==> src/hw/rtl/rau_pkg.sv <==
// Shared types and constants for the rational approximation unit.
package rau_pkg;

  localparam int FRAC_BITS_DEF = 32;
  localparam int MAX_TERMS_DEF = 48;

  localparam int VAL_W  = 63;
  localparam int NUM_W  = 31;
  localparam int WORD_W = 32;
  localparam int PROD_W = 64;

  localparam logic [NUM_W-1:0]  MAXD_RESET = 31'h0000_FFFF;
  localparam logic [NUM_W-1:0]  NUM_LIMIT  = 31'h7FFF_FFFF;
  localparam logic [WORD_W-1:0] NUM_CAP    = 32'h8000_0000;

  typedef enum logic [2:0] {
    S_IDLE,
    S_MUL_Q,
    S_CMP_Q,
    S_UPDATE,
    S_DIV_WAIT,
    S_DIV_CHECK,
    S_FINISH
  } state_t;

  typedef struct packed {
    logic load;
    logic mul_q;
    logic mul_p;
    logic save_q;
    logic update;
    logic div_start;
    logic advance;
    logic finish;
  } rau_cmd_t;

  typedef struct packed {
    logic q_over;
    logic rem_zero;
    logic div_done;
    logic quo_bad;
  } rau_status_t;

endpackage

==> src/hw/rtl/rau_div.sv <==
// Radix-2 restoring divider, one quotient bit per cycle.
module rau_div #(
  parameter int FRAC_BITS = rau_pkg::FRAC_BITS_DEF
) (
  input  logic                 clk,
  input  logic                 rst,
  input  logic                 start,
  input  logic [FRAC_BITS:0]   dividend,
  input  logic [FRAC_BITS-1:0] divisor,
  output logic                 done,
  output logic [FRAC_BITS:0]   quo,
  output logic [FRAC_BITS-1:0] rem
);

  localparam int CNT_W = $clog2(FRAC_BITS + 2);

  logic                 busy;
  logic [CNT_W-1:0]     cnt;
  logic [FRAC_BITS:0]   shreg;
  logic [FRAC_BITS-1:0] part;
  logic [FRAC_BITS:0]   trial;
  logic [FRAC_BITS:0]   diff;
  logic                 ge;

  assign trial = {part, shreg[FRAC_BITS]};
  assign ge    = trial >= (FRAC_BITS+1)'(divisor);
  assign diff  = trial - (FRAC_BITS+1)'(divisor);

  always_ff @(posedge clk) begin
    if (rst) begin
      busy <= 1'b0;
      done <= 1'b0;
      cnt  <= '0;
    end else begin
      done <= 1'b0;
      if (start) begin
        busy <= 1'b1;
        cnt  <= CNT_W'(FRAC_BITS + 1);
      end else if (busy) begin
        cnt <= cnt - 1'b1;
        if (cnt == CNT_W'(1)) begin
          busy <= 1'b0;
          done <= 1'b1;
        end
      end
    end
  end

  always_ff @(posedge clk) begin
    if (start) begin
      shreg <= dividend;
      part  <= '0;
    end else if (busy) begin
      shreg <= {shreg[FRAC_BITS-1:0], ge};
      part  <= ge ? diff[FRAC_BITS-1:0] : trial[FRAC_BITS-1:0];
    end
  end

  assign quo = shreg;
  assign rem = part;

  a_last_step_done: assert property (@(posedge clk) disable iff (rst)
    busy && !start && cnt == CNT_W'(1) |=> done && !busy)
    else $error("divider missed its final step");

endmodule

==> src/hw/rtl/rau_ctrl.sv <==
// Sequencer for the continued fraction expansion.
module rau_ctrl #(
  parameter int MAX_TERMS = rau_pkg::MAX_TERMS_DEF
) (
  input  logic                 clk,
  input  logic                 rst,
  input  logic                 start,
  output logic                 busy,
  output rau_pkg::rau_cmd_t    cmd,
  input  rau_pkg::rau_status_t status
);

  localparam int ITER_W = $clog2(MAX_TERMS + 1);

  rau_pkg::state_t state, state_next;
  logic [ITER_W-1:0] iter, iter_next;
  logic [ITER_W-1:0] iter_inc;

  assign iter_inc = iter + 1'b1;

  always_ff @(posedge clk) begin
    if (rst) begin
      state <= rau_pkg::S_IDLE;
      iter  <= '0;
    end else begin
      state <= state_next;
      iter  <= iter_next;
    end
  end

  always_comb begin
    state_next = state;
    iter_next  = iter;
    cmd        = '0;
    busy       = 1'b1;
    unique case (state)
      rau_pkg::S_IDLE: begin
        busy = 1'b0;
        if (start) begin
          cmd.load   = 1'b1;
          iter_next  = '0;
          state_next = rau_pkg::S_MUL_Q;
        end
      end
      rau_pkg::S_MUL_Q: begin
        cmd.mul_q  = 1'b1;
        state_next = rau_pkg::S_CMP_Q;
      end
      rau_pkg::S_CMP_Q: begin
        if (status.q_over) begin
          state_next = rau_pkg::S_FINISH;
        end else begin
          cmd.mul_p  = 1'b1;
          cmd.save_q = 1'b1;
          state_next = rau_pkg::S_UPDATE;
        end
      end
      rau_pkg::S_UPDATE: begin
        cmd.update = 1'b1;
        if (status.rem_zero) begin
          state_next = rau_pkg::S_FINISH;
        end else begin
          cmd.div_start = 1'b1;
          state_next    = rau_pkg::S_DIV_WAIT;
        end
      end
      rau_pkg::S_DIV_WAIT: begin
        if (status.div_done) begin
          state_next = rau_pkg::S_DIV_CHECK;
        end
      end
      rau_pkg::S_DIV_CHECK: begin
        if (status.quo_bad) begin
          state_next = rau_pkg::S_FINISH;
        end else begin
          cmd.advance = 1'b1;
          iter_next   = iter_inc;
          state_next  = (iter_inc == ITER_W'(MAX_TERMS)) ? rau_pkg::S_FINISH
                                                          : rau_pkg::S_MUL_Q;
        end
      end
      rau_pkg::S_FINISH: begin
        cmd.finish = 1'b1;
        state_next = rau_pkg::S_IDLE;
      end
      default: begin
        state_next = rau_pkg::S_IDLE;
      end
    endcase
  end

  a_start_enters_loop: assert property (@(posedge clk) disable iff (rst)
    start && !busy |=> state == rau_pkg::S_MUL_Q)
    else $error("accepted item did not start the expansion");

  a_term_bound: assert property (@(posedge clk) disable iff (rst)
    iter <= ITER_W'(MAX_TERMS))
    else $error("term count past its limit");

endmodule

==> src/hw/rtl/rau_dp.sv <==
// Datapath: convergent registers, shared multiplier, divider and result registers.
module rau_dp #(
  parameter int FRAC_BITS = rau_pkg::FRAC_BITS_DEF
) (
  input  logic                        clk,
  input  logic                        rst,
  input  rau_pkg::rau_cmd_t           cmd,
  output rau_pkg::rau_status_t        status,
  input  logic [rau_pkg::VAL_W-1:0]   value_fixed,
  input  logic [rau_pkg::NUM_W-1:0]   max_den,
  output logic                        done,
  output logic [rau_pkg::NUM_W-1:0]   numerator,
  output logic [rau_pkg::NUM_W-1:0]   denominator,
  output logic                        overflow
);

  logic [rau_pkg::WORD_W-1:0] a;
  logic [FRAC_BITS:0]         d;
  logic [FRAC_BITS-1:0]       r;
  logic [rau_pkg::WORD_W-1:0] p_cur, p_prev;
  logic [rau_pkg::NUM_W-1:0]  q_cur, q_prev, q_new;
  logic [rau_pkg::PROD_W-1:0] prod;
  logic [rau_pkg::WORD_W-1:0] ip_sat;
  logic                       accepted;

  logic [rau_pkg::PROD_W-1:0] ip_ext;
  logic [rau_pkg::WORD_W-1:0] ip_cap;
  logic [rau_pkg::WORD_W-1:0] mul_b;
  logic [rau_pkg::PROD_W-1:0] qsum;
  logic [rau_pkg::PROD_W-1:0] psum;
  logic [rau_pkg::WORD_W-1:0] p_new;
  logic [rau_pkg::WORD_W-1:0] res_num;

  logic                 div_done;
  logic [FRAC_BITS:0]   div_quo;
  logic [FRAC_BITS-1:0] div_rem;

  rau_div #(.FRAC_BITS(FRAC_BITS)) u_div (
    .clk      (clk),
    .rst      (rst),
    .start    (cmd.div_start),
    .dividend (d),
    .divisor  (r),
    .done     (div_done),
    .quo      (div_quo),
    .rem      (div_rem)
  );

  assign ip_ext = rau_pkg::PROD_W'(value_fixed >> FRAC_BITS);
  assign ip_cap = (ip_ext > rau_pkg::PROD_W'(rau_pkg::NUM_CAP)) ? rau_pkg::NUM_CAP
                                                                 : ip_ext[rau_pkg::WORD_W-1:0];

  assign mul_b = cmd.mul_p ? p_cur : rau_pkg::WORD_W'(q_cur);
  assign qsum  = prod + rau_pkg::PROD_W'(q_prev);
  assign psum  = prod + rau_pkg::PROD_W'(p_prev);
  assign p_new = (psum > rau_pkg::PROD_W'(rau_pkg::NUM_CAP)) ? rau_pkg::NUM_CAP
                                                              : psum[rau_pkg::WORD_W-1:0];

  assign res_num = accepted ? p_cur : ip_sat;

  // q_prev never exceeds q_prev + a*q_cur, so one compare covers both limits
  assign status.q_over   = qsum > rau_pkg::PROD_W'(max_den);
  assign status.rem_zero = (r == '0);
  assign status.div_done = div_done;
  assign status.quo_bad  =
    (rau_pkg::PROD_W'(div_quo) > rau_pkg::PROD_W'(rau_pkg::NUM_LIMIT)) ||
    ((rau_pkg::PROD_W'(div_quo) == rau_pkg::PROD_W'(rau_pkg::NUM_LIMIT)) &&
     (div_rem != '0));

  always_ff @(posedge clk) begin
    if (cmd.load) begin
      a        <= ip_cap;
      ip_sat   <= ip_cap;
      d        <= {1'b1, {FRAC_BITS{1'b0}}};
      r        <= value_fixed[FRAC_BITS-1:0];
      p_cur    <= rau_pkg::WORD_W'(1);
      p_prev   <= '0;
      q_cur    <= '0;
      q_prev   <= rau_pkg::NUM_W'(1);
      accepted <= 1'b0;
    end
    if (cmd.mul_q || cmd.mul_p) begin
      prod <= rau_pkg::PROD_W'(a) * rau_pkg::PROD_W'(mul_b);
    end
    if (cmd.save_q) begin
      q_new <= qsum[rau_pkg::NUM_W-1:0];
    end
    if (cmd.update) begin
      p_prev <= p_cur;
      p_cur  <= p_new;
      q_prev <= q_cur;
      q_cur  <= q_new;
    end
    if (cmd.advance) begin
      a        <= rau_pkg::WORD_W'(div_quo);
      d        <= (FRAC_BITS+1)'(r);
      r        <= div_rem;
      accepted <= 1'b1;
    end
    if (cmd.finish) begin
      if (res_num > rau_pkg::WORD_W'(rau_pkg::NUM_LIMIT)) begin
        numerator <= rau_pkg::NUM_LIMIT;
        overflow  <= 1'b1;
      end else begin
        numerator <= res_num[rau_pkg::NUM_W-1:0];
        overflow  <= 1'b0;
      end
      denominator <= accepted ? q_cur : rau_pkg::NUM_W'(1);
    end
  end

  always_ff @(posedge clk) begin
    if (rst) begin
      done <= 1'b0;
    end else begin
      done <= cmd.finish;
    end
  end

  a_single_strobe: assert property (@(posedge clk) disable iff (rst)
    done |=> !done)
    else $error("result strobe held for two cycles");

  a_den_nonzero: assert property (@(posedge clk) disable iff (rst)
    done |-> denominator != '0)
    else $error("zero denominator delivered");

endmodule

==> src/hw/rtl/rational_approximation_unit_core.sv <==
// Top level of the continued fraction rational approximation unit.
// The serial divider, one quotient bit per cycle, sets the per-term cost.
// Throughput: one item at a time; busy stays high until the result is latched.
// Result shows for one cycle on done and cannot be stalled by the receiver.
// Synchronous reset returns to idle and sets max_denominator to 65535.
module rational_approximation_unit_core #(
  parameter int FRAC_BITS = rau_pkg::FRAC_BITS_DEF,
  parameter int MAX_TERMS = rau_pkg::MAX_TERMS_DEF
) (
  input  logic                       clk,
  input  logic                       rst,
  input  logic                       start,
  output logic                       busy,
  input  logic [rau_pkg::VAL_W-1:0]  value_fixed,
  input  logic                       cfg_valid,
  output logic                       cfg_ready,
  input  logic [rau_pkg::NUM_W-1:0]  cfg_data,
  output logic                       done,
  output logic [rau_pkg::NUM_W-1:0]  numerator,
  output logic [rau_pkg::NUM_W-1:0]  denominator,
  output logic                       overflow
);

  rau_pkg::rau_cmd_t    cmd;
  rau_pkg::rau_status_t status;
  logic [rau_pkg::NUM_W-1:0] max_denominator;

  assign cfg_ready = 1'b1;

  always_ff @(posedge clk) begin
    if (rst) begin
      max_denominator <= rau_pkg::MAXD_RESET;
    end else if (cfg_valid && cfg_ready) begin
      max_denominator <= cfg_data;
    end
  end

  rau_ctrl #(.MAX_TERMS(MAX_TERMS)) u_ctrl (
    .clk    (clk),
    .rst    (rst),
    .start  (start),
    .busy   (busy),
    .cmd    (cmd),
    .status (status)
  );

  rau_dp #(.FRAC_BITS(FRAC_BITS)) u_dp (
    .clk         (clk),
    .rst         (rst),
    .cmd         (cmd),
    .status      (status),
    .value_fixed (value_fixed),
    .max_den     (max_denominator),
    .done        (done),
    .numerator   (numerator),
    .denominator (denominator),
    .overflow    (overflow)
  );

endmodule

==> config.mk <==
export PLATFORM = sky130hd
export DESIGN_NAME = rational_approximation_unit_core
export DESIGN_NICKNAME = d
export VERILOG_FILES = /design/src/hw/rtl/rau_pkg.sv /design/src/hw/rtl/rau_div.sv /design/src/hw/rtl/rau_ctrl.sv /design/src/hw/rtl/rau_dp.sv /design/src/hw/rtl/rational_approximation_unit_core.sv
export SDC_FILE = /design/constraint.sdc
export NUM_CORES = 2
export LEC_CHECK = 0
export BUFFER_PORTS_ARGS = -buffer_cell sky130_fd_sc_hd__buf_4
export CAP_MARGIN = 20
export CORE_MARGIN = 2
export CORE_UTILIZATION = 40
export CTS_CLUSTER_SIZE = 40
export DETAILED_ROUTE_END_ITERATION = 10
export PLACE_DENSITY = 0.61
export SYNTH_ARGS = -nofsm -noshare
export SYNTH_HDL_FRONTEND = slang
export SYNTH_HIERARCHICAL = 1
export SYNTH_SLANG_ARGS = --single-unit
==> constraint.sdc <==
create_clock -name clk -period 14.6 [get_ports clk]
set_clock_uncertainty 0.1 [all_clocks]
set_input_delay 1.46 -clock clk [delete_from_list [all_inputs] [get_ports clk]]
set_output_delay 1.46 -clock clk [all_outputs]
set_load 0.02 [all_outputs]
==> flow_summary.toml <==
[critical_path]
max_stage_delay_ns = 0.61
arrival_ns = 14.39
r2r_end = "u_dp/prod[61]$_DFFE_PP_"
r2r_start = "u_dp/prod[0]$_DFFE_PP_"
worstPathRequired_ns = 14.89
path_delay_family = "adder cells"
cp_common_cell = "fa_1"
rrSetupSlack_ns = 0.50
cpMaxStageDelayCell = "fa_2"
r2r_cells = 55
startpoint_type = "register"
worst-setup-path-type = "reg2reg"
cp.buffers_inverters = 9
crit_fanout = 18
endpoint_kind = "register"

[global_routing]
grt_pass1_wl_um = 304400
grt_pass1_vias = 48280
grt_max_degree = 83
antenna_found_initial = 17
grt-ovfl-total = 0
track_usage = 0.2533

[floorplanning]
num_io_pins = 164
dieArea_um2 = 160100
die_height_um = 400.2
die_w_um = 400.2
core_area_um2 = 156000
start_util = 0.4024
rows = 145

[clocking]
cts_buffers = 54
cts_sinks = 527
htree_levels = 2
cts_root_buffer = "clkbuf_16"
cts_tree = "yes"
clkLatencyLatePin_ns = 0.67
clockBufferDepth = 3
path_clk_slew_ns = 0.07
postCtsHoldBufs = 0

[placed_design]
io_buffers = 162
dp.final_hpwl_um = 160000
place_ws_ns = 0.04096
place_congestion = 0.9767

[drt]
totalWireLength_um = 203100
wl_met2_um = 94810
viasPerCell = 5.582
routed-wl-met3_um = 13990
drtIter0Drc = 4201
ant_nets = 0
remaining_drc_errors = 0
drt-met1-wl_um = 83010
dr_total_vias = 47290
top_layer = "met5"
detail_route.wl_per_cell_um = 23.97
drt_first_pass_iters = 7

[sta]
hold_ws_ns = 0.3857
post-route-period-util = 0.9657
layout_min_cycle_time_ns = 14.10
slew_violations = 0
fmax_ghz = 0.07093
tightest_slew_ns = 1.036
timing.final.ws_setup_ns = 0.5014
setup_viol = 0
finalHoldViolations = 0
tns_ns = 0
slew_headroom = 0.3092

[logic_synthesis]
synth_edf_count = 444
yosysMostFrequentCell = "inv_1"
yosys_warnings = 6
ys_seq_area_frac = 0.2388
ys_async_sr_fraction = 0
synth_top_area_share = 0.2867
ys.flop_type = "edfxtp_1"
synth_seq_cells = 527
syn_nets = 7747
yosys-top-cells-area = "fa_1, edfxtp_1, ha_1"
syn-instance-count = 6358
ys_types = 108
syn_area_um2 = 62780
synth_common_cells = "inv_1, fa_1, and2_1"
avgSynthCellArea_um2 = 9.874
synth.largest_area_cell = "fa_1"

[worst_hold_path]
min_to = "u_dp/d[32]$_SDFFE_PP0P_"
hp-start = "u_dp/d[32]$_SDFFE_PP0P_"
hold_path.class = "reg2reg"
min_path_cells = 2

[final_layout]
final_core_util = 0.4382
nets = 7754
areaGrowthSynthToFinish_pct = 8.908
final_layout_size_suffix_gt1_frac = 0.09657

[run]
max-cap-violations = 0

[run_status]
status = "completed"
-- per-stage QoR --
step	std cells	instance area, um2
after floorplan	6358	62790
after global placement	8357	66220
after detailed placement	8357	66220
after CTS	8458	68060
after global routing	8468	68360
final	8472	68370
-- per-layer routing --
layer  vias up  GRT usage
li1      20840          -
met1     24070     0.3392
met2      1917     0.4119
met3       457    0.02962
met4         6     0.1154
met5         -          0
-- worst reg2reg max path: cells and delay by family (launching register included) --
kind                     cells  cell delay, ns
multiplexers                 1            0.35
AO/OA/AOI/OAI               19            3.44
buffers and inverters        9            1.47
flip-flops                   1            0.40
adder cells (fa/ha/maj)     12            5.38
AND/OR/NAND/NOR             12            2.45
XOR/XNOR                     2            0.26
-- registers in the layout, indices dropped and copies added, names as in the netlist, 31 cells and up --
signal / cells
u_dp/u_div/rem: 32
max_denominator: 31
u_dp/denominator: 31
u_dp/numerator: 31
u_dp/r: 32
u_dp/q_new: 31
u_dp/p_prev: 32
u_dp/u_div/quo: 33
u_dp/q_cur: 31
u_dp/q_prev: 31
u_dp/d: 33
u_dp/p_cur: 32
u_dp/a: 32
u_dp/ip_sat: 31
u_dp/prod: 64
-- area by class of cell --
| class | instances | area [um2] |
|---|---|---|
| antenna | 4 | 10.01 |
| multi-input combinational | 4513 | 42920 |
| timing repair buffer | 304 | 2409 |
| clock buffer | 68 | 1444 |
| sequential | 527 | 15000 |
| inverter | 965 | 3623 |
| clock inverter | 33 | 401.6 |
| tap | 2058 | 2575 |
| fill | 15090 | 87650 |
-- cell usage in the layout (no fill, tap or decap), types with 66 or more instances in the layout --
master    Yosys  layout
nor2b_1     121     120
edfxtp_1    444     444
mux2_2      131     124
a21o_1       88      88
ha_1        392     389
and2_1      670     667
buf_4         6     294
nand3_1      84      84
inv_1       964     964
nor2_1      209     208
o21ai_0     127     126
nand2_1     596     596
a21oi_1     195     192
dfxtp_1      83      82
xnor2_1      90      90
nor3_1       67      66
fa_1        899     897
nand4_1      94      94
-- cells by family after synthesis --
family                     count (synthesis)  share of synthesized area
other                                      1                 0.00005973
adders and majority gates               1291                     0.3648
muxes                                    157                    0.02764
AOI/OAI and AO/OA                        814                    0.08801
and+or+nand+nor                         2106                     0.1796
xor gates and xnor gates                 141                    0.01967
DFF                                      527                     0.2388
buffers and inverters                   1321                    0.08135
-- worst max-delay path by stage --
stage                                 from                       to  slack [ns]  depth (start not counted)
CTS                 u_dp/prod[0]$_DFFE_PP_  u_dp/prod[61]$_DFFE_PP_        0.04                         54
floorplan           u_dp/prod[0]$_DFFE_PP_  u_dp/prod[63]$_DFFE_PP_        0.20                         53
global route        u_dp/prod[0]$_DFFE_PP_  u_dp/prod[61]$_DFFE_PP_       -0.01                         56
detailed placement  u_dp/prod[0]$_DFFE_PP_  u_dp/prod[61]$_DFFE_PP_        0.04                         54
finish              u_dp/prod[0]$_DFFE_PP_  u_dp/prod[61]$_DFFE_PP_        0.50                         55
global placement    u_dp/prod[8]$_DFFE_PP_  u_dp/prod[63]$_DFFE_PP_        0.35                         48
-- what timing repair did --
item / CTS / global route
gates cloned: 0 / 5
pin swaps: 0 / 9
setup endpoints to repair: 2 / 28
resized for setup: 1 / 33
buffers inserted: 0 / 5
Power is not shown: default switching activity piles up to over one toggle a cycle in this logic, so the estimate is an artifact.
